===== src/rtl/core/lch_pkg.sv =====
// Package for the lower convex hull engine: sizes, point record and sequencer states.
// No dependencies.
`default_nettype none
package lch_pkg;
  localparam int MaxPoints = 64;
  localparam int AddrW = $clog2(MaxPoints);
  localparam int CntW = AddrW + 1;
  localparam int XW = 16;
  localparam int EW = 24;
  localparam int PW = XW + EW;
  localparam logic [XW-1:0] OneX = 16'd32768;

  typedef struct packed {
    logic [XW-1:0] x;
    logic signed [EW-1:0] e;
  } point_t;

  typedef enum logic [4:0] {
    ST_IDLE, ST_SRCH_RD, ST_SRCH_CHK, ST_INSERT, ST_MERGE,
    ST_SORT_I, ST_SORT_RD, ST_SORT_CHK, ST_SORT_PUT,
    ST_HULL_START, ST_HULL_RA, ST_HULL_RB, ST_HULL_RC, ST_HULL_M1, ST_HULL_M2,
    ST_HULL_CMP, ST_REM_RD, ST_REM_WR,
    ST_OUT_RD, ST_OUT_WAIT, ST_OUT_HOLD, ST_SEED0, ST_SEED1
  } state_t;
endpackage
`default_nettype wire


===== src/rtl/core/lch_ram.sv =====
// Generic single-port-write, single-port-read RAM with registered read data.
// No dependencies.
`default_nettype none
module lch_ram #(
  parameter int Width = 8,
  parameter int Depth = 16
) (
  input  wire logic                     clk,
  input  wire logic                     we,
  input  wire logic [$clog2(Depth)-1:0] waddr,
  input  wire logic [Width-1:0]         wdata,
  input  wire logic [$clog2(Depth)-1:0] raddr,
  output logic      [Width-1:0]         rdata
);
  logic [Width-1:0] mem [Depth];

  always_ff @(posedge clk) begin
    if (we) begin
      mem[waddr] <= wdata;
    end
    rdata <= mem[raddr];
  end
endmodule
`default_nettype wire


===== src/rtl/core/lch_mul.sv =====
// Shared signed multiplier with registered product, used for the slope cross products.
// Depends on lch_pkg.
`default_nettype none
module lch_mul
  import lch_pkg::*;
(
  input  wire logic                    clk,
  input  wire logic signed [EW:0]      a,
  input  wire logic signed [XW:0]      b,
  output logic signed [EW+XW+1:0]      p_r
);
  always_ff @(posedge clk) begin
    p_r <= a * b;
  end
endmodule
`default_nettype wire


===== src/rtl/core/lower_convex_hull_engine_core.sv =====
// Top level of the lower convex hull engine: sequencer, point RAM and shared multiplier.
// Depends on lch_pkg, lch_ram and lch_mul.
`default_nettype none
// Points are stored one transaction at a time; each new point is checked against the
// stored points in turn in the point RAM for a duplicate x, one read and one check per
// stored point. A transaction with in_last set then runs an insertion sort (one read and
// one check per shift), the hull sweeps (each slope test uses one registered multiplier
// twice, plus one read and one write per shifted entry on a removal) and emits the hull
// points. in_stall is high throughout; the output register holds each result until
// it is taken. After reset and after each set, ST_SEED0 and ST_SEED1 reseed the store.
module lower_convex_hull_engine_core
  import lch_pkg::*;
(
  input  wire logic                 clk,
  input  wire logic                 rst_n,
  input  wire logic                 in_valid,
  output logic                      in_stall,
  input  wire logic [XW-1:0]        in_x,
  input  wire logic signed [EW-1:0] in_energy,
  input  wire logic                 in_last,
  output logic                      out_valid,
  input  wire logic                 out_stall,
  output logic [XW-1:0]             out_hull_x,
  output logic signed [EW-1:0]      out_hull_energy,
  output logic                      out_hull_last,
  output logic                      out_overflowed
);
  state_t state_r, state_nxt;
  logic [CntW-1:0] cnt_r, cnt_nxt;
  logic [CntW-1:0] i_r, i_nxt, j_r, j_nxt;
  logic ovf_r, ovf_nxt, last_r, last_nxt, rem_r, rem_nxt;
  point_t pin_r, pin_nxt, a_r, a_nxt, b_r, b_nxt, c_r, c_nxt;
  logic signed [EW+XW+1:0] p1_r, p1_nxt;
  logic ov_r, ov_nxt;
  point_t ov_pt_r, ov_pt_nxt;
  logic ov_last_r, ov_last_nxt, ov_ovf_r, ov_ovf_nxt;

  logic we;
  logic [AddrW-1:0] waddr, raddr;
  point_t wdata, rdata;
  logic signed [EW:0] ma;
  logic signed [XW:0] mb;
  logic signed [EW+XW+1:0] prod;

  lch_ram #(.Width(PW), .Depth(MaxPoints)) u_ram (
    .clk(clk), .we(we), .waddr(waddr), .wdata(wdata), .raddr(raddr), .rdata(rdata)
  );
  lch_mul u_mul (.clk(clk), .a(ma), .b(mb), .p_r(prod));

  always_ff @(posedge clk) begin
    if (!rst_n) begin
      state_r <= ST_SEED0;
      ov_r    <= 1'b0;
      cnt_r   <= CntW'(2);
      ovf_r   <= 1'b0;
    end else begin
      state_r <= state_nxt;
      ov_r    <= ov_nxt;
      cnt_r   <= cnt_nxt;
      ovf_r   <= ovf_nxt;
    end
    i_r <= i_nxt; j_r <= j_nxt; last_r <= last_nxt; rem_r <= rem_nxt;
    pin_r <= pin_nxt; a_r <= a_nxt; b_r <= b_nxt; c_r <= c_nxt; p1_r <= p1_nxt;
    ov_pt_r <= ov_pt_nxt; ov_last_r <= ov_last_nxt; ov_ovf_r <= ov_ovf_nxt;
  end

  // Slope terms: left = (b-a), right = (c-b).
  always_comb begin
    ma = '0; mb = '0;
    unique case (state_r)
      ST_HULL_M1: begin
        ma = (EW+1)'(c_r.e) - (EW+1)'(b_r.e);
        mb = $signed({1'b0, b_r.x}) - $signed({1'b0, a_r.x});
      end
      ST_HULL_M2: begin
        ma = (EW+1)'(b_r.e) - (EW+1)'(a_r.e);
        mb = $signed({1'b0, c_r.x}) - $signed({1'b0, b_r.x});
      end
      default: ;
    endcase
  end

  always_comb begin
    state_nxt = state_r;
    priority case (state_r)
      ST_IDLE:     if (in_valid) state_nxt = ST_SRCH_RD;
      ST_SRCH_RD:  state_nxt = (i_r == cnt_r) ? ST_INSERT : ST_SRCH_CHK;
      ST_SRCH_CHK: state_nxt = (rdata.x == pin_r.x) ? ST_MERGE : ST_SRCH_RD;
      ST_INSERT, ST_MERGE: state_nxt = last_r ? ST_SORT_I : ST_IDLE;
      ST_SORT_I:   state_nxt = (i_r >= cnt_r) ? ST_HULL_START : ST_SORT_RD;
      ST_SORT_RD:  state_nxt = (j_r == '0) ? ST_SORT_PUT : ST_SORT_CHK;
      ST_SORT_CHK: state_nxt = (rdata.x > pin_r.x) ? ST_SORT_RD : ST_SORT_PUT;
      ST_SORT_PUT: state_nxt = ST_SORT_I;
      ST_HULL_START: state_nxt = (i_r + CntW'(1) < cnt_r) ? ST_HULL_RA :
                                 (rem_r ? ST_HULL_START : ST_OUT_RD);
      ST_HULL_RA:  state_nxt = ST_HULL_RB;
      ST_HULL_RB:  state_nxt = ST_HULL_RC;
      ST_HULL_RC:  state_nxt = ST_HULL_M1;
      ST_HULL_M1:  state_nxt = ST_HULL_M2;
      ST_HULL_M2:  state_nxt = ST_HULL_CMP;
      ST_HULL_CMP: state_nxt = (p1_r >= prod) ? ST_HULL_START : ST_REM_RD;
      ST_REM_RD:   state_nxt = (j_r + CntW'(1) < cnt_r) ? ST_REM_WR : ST_HULL_START;
      ST_REM_WR:   state_nxt = ST_REM_RD;
      ST_OUT_RD:   state_nxt = ST_OUT_WAIT;
      ST_OUT_WAIT: state_nxt = ST_OUT_HOLD;
      ST_OUT_HOLD: if (!ov_r || !out_stall) state_nxt = ST_OUT_RD;
      ST_SEED0:    state_nxt = ST_SEED1;
      ST_SEED1:    state_nxt = ST_IDLE;
      default:     state_nxt = ST_SEED0;
    endcase
    if (state_r == ST_OUT_HOLD && (!ov_r || !out_stall) && i_r == cnt_r)
      state_nxt = ST_SEED0;
  end

  always_comb begin
    cnt_nxt = cnt_r; i_nxt = i_r; j_nxt = j_r; ovf_nxt = ovf_r; last_nxt = last_r;
    rem_nxt = rem_r; pin_nxt = pin_r; a_nxt = a_r; b_nxt = b_r; c_nxt = c_r;
    p1_nxt = p1_r; ov_pt_nxt = ov_pt_r; ov_last_nxt = ov_last_r; ov_ovf_nxt = ov_ovf_r;
    ov_nxt = ov_r && out_stall;
    we = 1'b0; waddr = '0; wdata = pin_r; raddr = '0;
    in_stall = (state_r != ST_IDLE);
    unique case (state_r)
      ST_IDLE: begin
        pin_nxt = '{x: in_x, e: in_energy};
        last_nxt = in_last;
        i_nxt = '0;
      end
      ST_SRCH_RD: begin
        raddr = i_r[AddrW-1:0];
      end
      ST_SRCH_CHK: begin
        if (rdata.x == pin_r.x) begin
          if (rdata.e > pin_r.e) pin_nxt = pin_r;
          else pin_nxt = rdata;
        end else begin
          i_nxt = i_r + CntW'(1);
        end
      end
      ST_MERGE: begin
        we = 1'b1; waddr = i_r[AddrW-1:0]; wdata = pin_r;
        i_nxt = CntW'(1);
      end
      ST_INSERT: begin
        if (cnt_r < CntW'(MaxPoints)) begin
          we = 1'b1; waddr = cnt_r[AddrW-1:0]; cnt_nxt = cnt_r + CntW'(1);
        end else begin
          ovf_nxt = 1'b1;
        end
        i_nxt = CntW'(1);
      end
      ST_SORT_I: begin
        raddr = i_r[AddrW-1:0];
        j_nxt = i_r;
        rem_nxt = 1'b0;
        if (i_r >= cnt_r) i_nxt = CntW'(1);
      end
      ST_SORT_RD: begin
        if (j_r == CntW'(0)) begin
        end else raddr = j_r[AddrW-1:0] - AddrW'(1);
        if (j_r == i_r) pin_nxt = rdata;
      end
      ST_SORT_CHK: begin
        if (rdata.x > pin_r.x) begin
          we = 1'b1; waddr = j_r[AddrW-1:0]; wdata = rdata;
          j_nxt = j_r - CntW'(1);
        end
      end
      ST_SORT_PUT: begin
        we = 1'b1; waddr = j_r[AddrW-1:0]; wdata = pin_r;
        i_nxt = i_r + CntW'(1);
      end
      ST_HULL_START: begin
        if (!(i_r + CntW'(1) < cnt_r)) begin
          i_nxt = rem_r ? CntW'(1) : '0;
          rem_nxt = 1'b0;
        end
        raddr = i_r[AddrW-1:0] - AddrW'(1);
      end
      ST_HULL_RA: begin
        raddr = i_r[AddrW-1:0];
        a_nxt = rdata;
      end
      ST_HULL_RB: begin
        raddr = i_r[AddrW-1:0] + AddrW'(1);
        b_nxt = rdata;
      end
      ST_HULL_RC: c_nxt = rdata;
      ST_HULL_M1: c_nxt = c_r;
      ST_HULL_M2: p1_nxt = prod;
      ST_HULL_CMP: begin
        if (p1_r >= prod) i_nxt = i_r + CntW'(1);
        else begin
          j_nxt = i_r; rem_nxt = 1'b1;
        end
      end
      ST_REM_RD: begin
        raddr = j_r[AddrW-1:0] + AddrW'(1);
        if (!(j_r + CntW'(1) < cnt_r)) cnt_nxt = cnt_r - CntW'(1);
      end
      ST_REM_WR: begin
        we = 1'b1; waddr = j_r[AddrW-1:0]; wdata = rdata;
        j_nxt = j_r + CntW'(1);
      end
      ST_OUT_RD: raddr = i_r[AddrW-1:0];
      ST_OUT_WAIT: raddr = i_r[AddrW-1:0];
      ST_OUT_HOLD: begin
        raddr = i_r[AddrW-1:0];
        if (!ov_r || !out_stall) begin
          ov_nxt = 1'b1;
          ov_pt_nxt = rdata;
          ov_last_nxt = (i_r + CntW'(1) == cnt_r);
          ov_ovf_nxt = ovf_r;
          i_nxt = i_r + CntW'(1);
        end
      end
      ST_SEED0: begin
        we = 1'b1; waddr = '0; wdata = '{x: '0, e: '0};
        cnt_nxt = CntW'(2); ovf_nxt = 1'b0;
      end
      ST_SEED1: begin
        we = 1'b1; waddr = AddrW'(1); wdata = '{x: OneX, e: '0};
      end
      default: ;
    endcase
    if (state_r == ST_OUT_HOLD && (!ov_r || !out_stall) && i_r == cnt_r) begin
      ov_nxt = ov_r && out_stall;
      ov_pt_nxt = ov_pt_r; ov_last_nxt = ov_last_r; ov_ovf_nxt = ov_ovf_r;
      i_nxt = i_r;
    end
  end

  assign out_valid       = ov_r;
  assign out_hull_x      = ov_pt_r.x;
  assign out_hull_energy = ov_pt_r.e;
  assign out_hull_last   = ov_last_r;
  assign out_overflowed  = ov_ovf_r;
endmodule
`default_nettype wire

===== config.mk =====
export PLATFORM = sky130hd
export DESIGN_NAME = lower_convex_hull_engine_core
export DESIGN_NICKNAME = d
export VERILOG_FILES = /design/src/rtl/core/lch_pkg.sv /design/src/rtl/core/lch_ram.sv /design/src/rtl/core/lch_mul.sv /design/src/rtl/core/lower_convex_hull_engine_core.sv
export SDC_FILE = /design/constraint.sdc
export NUM_CORES = 2
export LEC_CHECK = 0
export BUFFER_PORTS_ARGS = -buffer_cell sky130_fd_sc_hd__buf_2
export CORE_AREA = 2 2 633 635
export CTS_CLUSTER_DIAMETER = 120
export DETAILED_ROUTE_END_ITERATION = 8
export DIE_AREA = 0 0 635 637
export SLEW_MARGIN = 10
export SYNTH_ARGS = -nofsm -noshare
export SYNTH_HDL_FRONTEND = slang
export SYNTH_SLANG_ARGS = --single-unit

===== constraint.sdc =====
create_clock -name clk -period 20.2 [get_ports clk]
set_input_delay 0 -clock clk [delete_from_list [all_inputs] [get_ports clk]]
set_output_delay 0 -clock clk [all_outputs]
set_load 0.1 [all_outputs]

==> flow_summary.json <==
{
  "grt_pass1_wl_mm": 563.7,
  "yosysWarnings": 0,
  "cts_root_buf": "clkbuf_16",
  "place_ws_ps": 9956,
  "grt_util_all_layers": 0.1837,
  "worst_setup_path_start_kind": "flip-flop",
  "antenna_found_initial": 13,
  "power.density_mw_per_mm2": 148.8,
  "cp_max_fo": 9,
  "grt_overflow": 0,
  "syn_inst": 10630,
  "worstPathRequired_ps": 20920,
  "fin_crit_sh": 0.5139,
  "chipHeight_um": 637,
  "drv_slew": 0,
  "setup_viol": 0,
  "final_cell_mix": "2820 x edfxtp_1, 1859 x nand2_1, 874 x a21oi_1, 815 x nor2_1, 669 x inv_1",
  "cp_common_cell": "fa_1",
  "row_count": 232,
  "vias": 86300,
  "dp_hpwl_mm": 219.1,
  "status": "finished clean",
  "synth.distinct_cells": 90,
  "area_growth_pct": 12.75,
  "design_area_mm2": 0.1517,
  "grt_max_degree": 160,
  "endpoint_kind": "flip-flop",
  "drc": 0,
  "finClkSkew_ps": 89.58,
  "cts_buffers": 305,
  "ant_nets": 0,
  "period_needed_ps": 10380,
  "first_global_vias": 83950,
  "fin_ws_ps": 9819,
  "dp_cells": 15600,
  "tns_ps": 0,
  "clk_pin_slew_ps": 60,
  "rsz0062_at_grt": "no",
  "ctsHtreeMaxLevel": 5,
  "clock_path_buffers": 4,
  "syn_area_per_cell_um2": 12.66,
  "initial_utilization": 0.3380,
  "via_per_inst": 5.327,
  "fmax_mhz": 96.33,
  "clock_latency_ps": 880,
  "io-pin-count": 89,
  "postCtsSetupBuffers": 0,
  "final_common_cell": "edfxtp_1",
  "dieArea_mm2": 0.4045,
  "ys_seq_area_frac": 0.6438,
  "nets": 11470,
  "tightest_slew_ps": 1284,
  "ys_async_sr_fraction": 0,
  "layout.cells.non_filler": 16200,
  "cts.sinks": 2916,
  "wl_per_cell_um": 23.55,
  "crit_arrival_ps": 11100,
  "critPathKind": "flip-flop to flip-flop",
  "syn_nets": 11390,
  "synthFlopType": "edfxtp_1",
  "power_leakage_nw": 53.46,
  "placed_area_mm2": 0.1414,
  "drt_pass1_iterations": 6,
  "max-slew-margin-rel": 0.1443,
  "portBuffers": 88,
  "cts_tree": "yes",
  "drv_cap": 0,
  "ys_seq_elements": 2916,
  "cp_slowest_cell": "a22oi_1",
  "die_w_um": 635,
  "gp_congestion": 0.8812,
  "drt_iter0_drc": 9964,
  "cp_slowest_stage_delay_ps": 730,
  "wl_mm": 381.5,
  "syn-cell-area_mm2": 0.1345,
  "hp-class": "primary input to flip-flop",
  "vdd_drop_max_uv": 226.3,
  "coreArea_mm2": 0.3980,
  "total_power_mw": 22.57,
  "hold_viol": 0,
  "synth_edf_count": 2820,
  "drive_gt1_frac": 0.08599
}
==> worst paths after layout <==
| check | startpoint | endpoint | slack [ps] | cells after the start |
|---|---|---|---|---|
| max | b_r[0] | u_mul.p_r[40] | 9820 | 34 |
| max reg2reg | b_r[0] | u_mul.p_r[40] | 9820 | 34 |
| min | in_energy[6] | pin_r[6] | 50 | 3 |
| min reg2reg | u_mul.p_r[9] | p1_r[9] | 420 | 0 |
==> cells in the mapped netlist (30+ instances only) <==
cell type / number / share of area
a21oi_1: 876 / 0.033
o22ai_1: 171 / 0.0080
fa_1: 421 / 0.063
ha_1: 296 / 0.028
a22o_1: 60 / 0.0039
o21ai_1: 50 / 0.0019
buf_2: 181 / 0.0067
nor2b_1: 33 / 0.0015
nand2_1: 1866 / 0.052
nor3_1: 38 / 0.0014
nand4_1: 73 / 0.0034
inv_1: 670 / 0.019
and3_1: 180 / 0.0084
nand2b_1: 42 / 0.0020
a311oi_1: 159 / 0.010
xor2_1: 45 / 0.0029
mux2i_1: 206 / 0.015
edfxtp_1: 2820 / 0.63
mux2_2: 41 / 0.0034
buf_1: 30 / 0.00084
nor2_1: 877 / 0.024
o21ai_0: 206 / 0.0077
clkbuf_1: 346 / 0.0097
o21a_1: 41 / 0.0023
a221oi_1: 45 / 0.0029
nand3_1: 42 / 0.0016
a21o_1: 66 / 0.0037
o32ai_1: 120 / 0.0078
a22oi_1: 141 / 0.0079
xnor2_1: 85 / 0.0055
dfxtp_1: 96 / 0.014
==> flip-flops by register name, summed over array words and instances, names as in the netlist <==
name / cells
state_r: 5
cnt_r: 7
u_ram.rdata: 40
out_overflowed: 1
u_ram.mem: 2560
b_r: 40
out_hull_energy: 24
c_r: 40
out_hull_last: 1
rem_r: 1
i_r: 7
out_valid: 1
j_r: 7
out_hull_x: 16
last_r: 1
ovf_r: 1
u_mul.p_r: 42
p1_r: 42
pin_r: 40
a_r: 40
==> logic make-up (layout without fill, tap and decap cells) <==
kind of cell,after synthesis,in the layout,share of synthesized area
adders and majority gates,717,717,0.09018
DFF,2916,2916,0.6438
buffers and inverters,1264,1567,0.03849
other,0,4,0
muxes,253,253,0.01976
xor gates and xnor gates,130,130,0.008464
and+or+nand+nor,3254,3254,0.1004
AOI/OAI and AO/OA,2095,2095,0.09894
==> worst max-delay path: cells and delay by family (launching register included) <==
family	cells	cell delay, ps
fa+ha+maj	9	4030
buf+inv	5	270
flops	1	350
compound gates	13	4390
xor+xnor	2	290
simple gates	5	960
==> power breakdown <==
group / switching (mW) / internal (mW) / total (mW)
Clock: 2.34 / 3.19 / 5.53
Combinational: 6.51 / 2.21 / 8.73
Sequential: 0.288 / 8.02 / 8.31
Total: 9.14 / 13.4 / 22.6
==> metrics by stage <==
stage                     hold WS, ps    util
after detailed placement        224.6  0.3552
after floorplan                 98.87       -
after global routing            24.01  0.3811
after CTS                      0.2873  0.3810
after global placement          239.6  0.3552
final                           48.81  0.3811
==> layer usage <==
| layer | GRT usage | wire length (um) | vias up |
|---|---|---|---|
| met5 | 0 | 20 | - |
| met2 | 0.2970 | 177100 | 3496 |
| li1 | - | - | 38440 |
| met4 | 0.05236 | 11000 | 2 |
| met3 | 0.02889 | 30680 | 593 |
| met1 | 0.2560 | 162700 | 43770 |
==> final cells by class <==
type	count	area (um2)
well taps	5265	6588
flip-flops and latches	2916	86600
repair buffers	359	2840
multi-input cells	6449	43470
diodes	4	10.01
inverters	672	2524
fillers	37500	246300
clock inverters	153	1501
clock buffers	383	8144
==> repair_timing <==
action	CTS	global route
resized for setup	0	0
endpoints found under the hold margin	62	0
hold buffers	61	0
(Power assumes the default switching activity.)
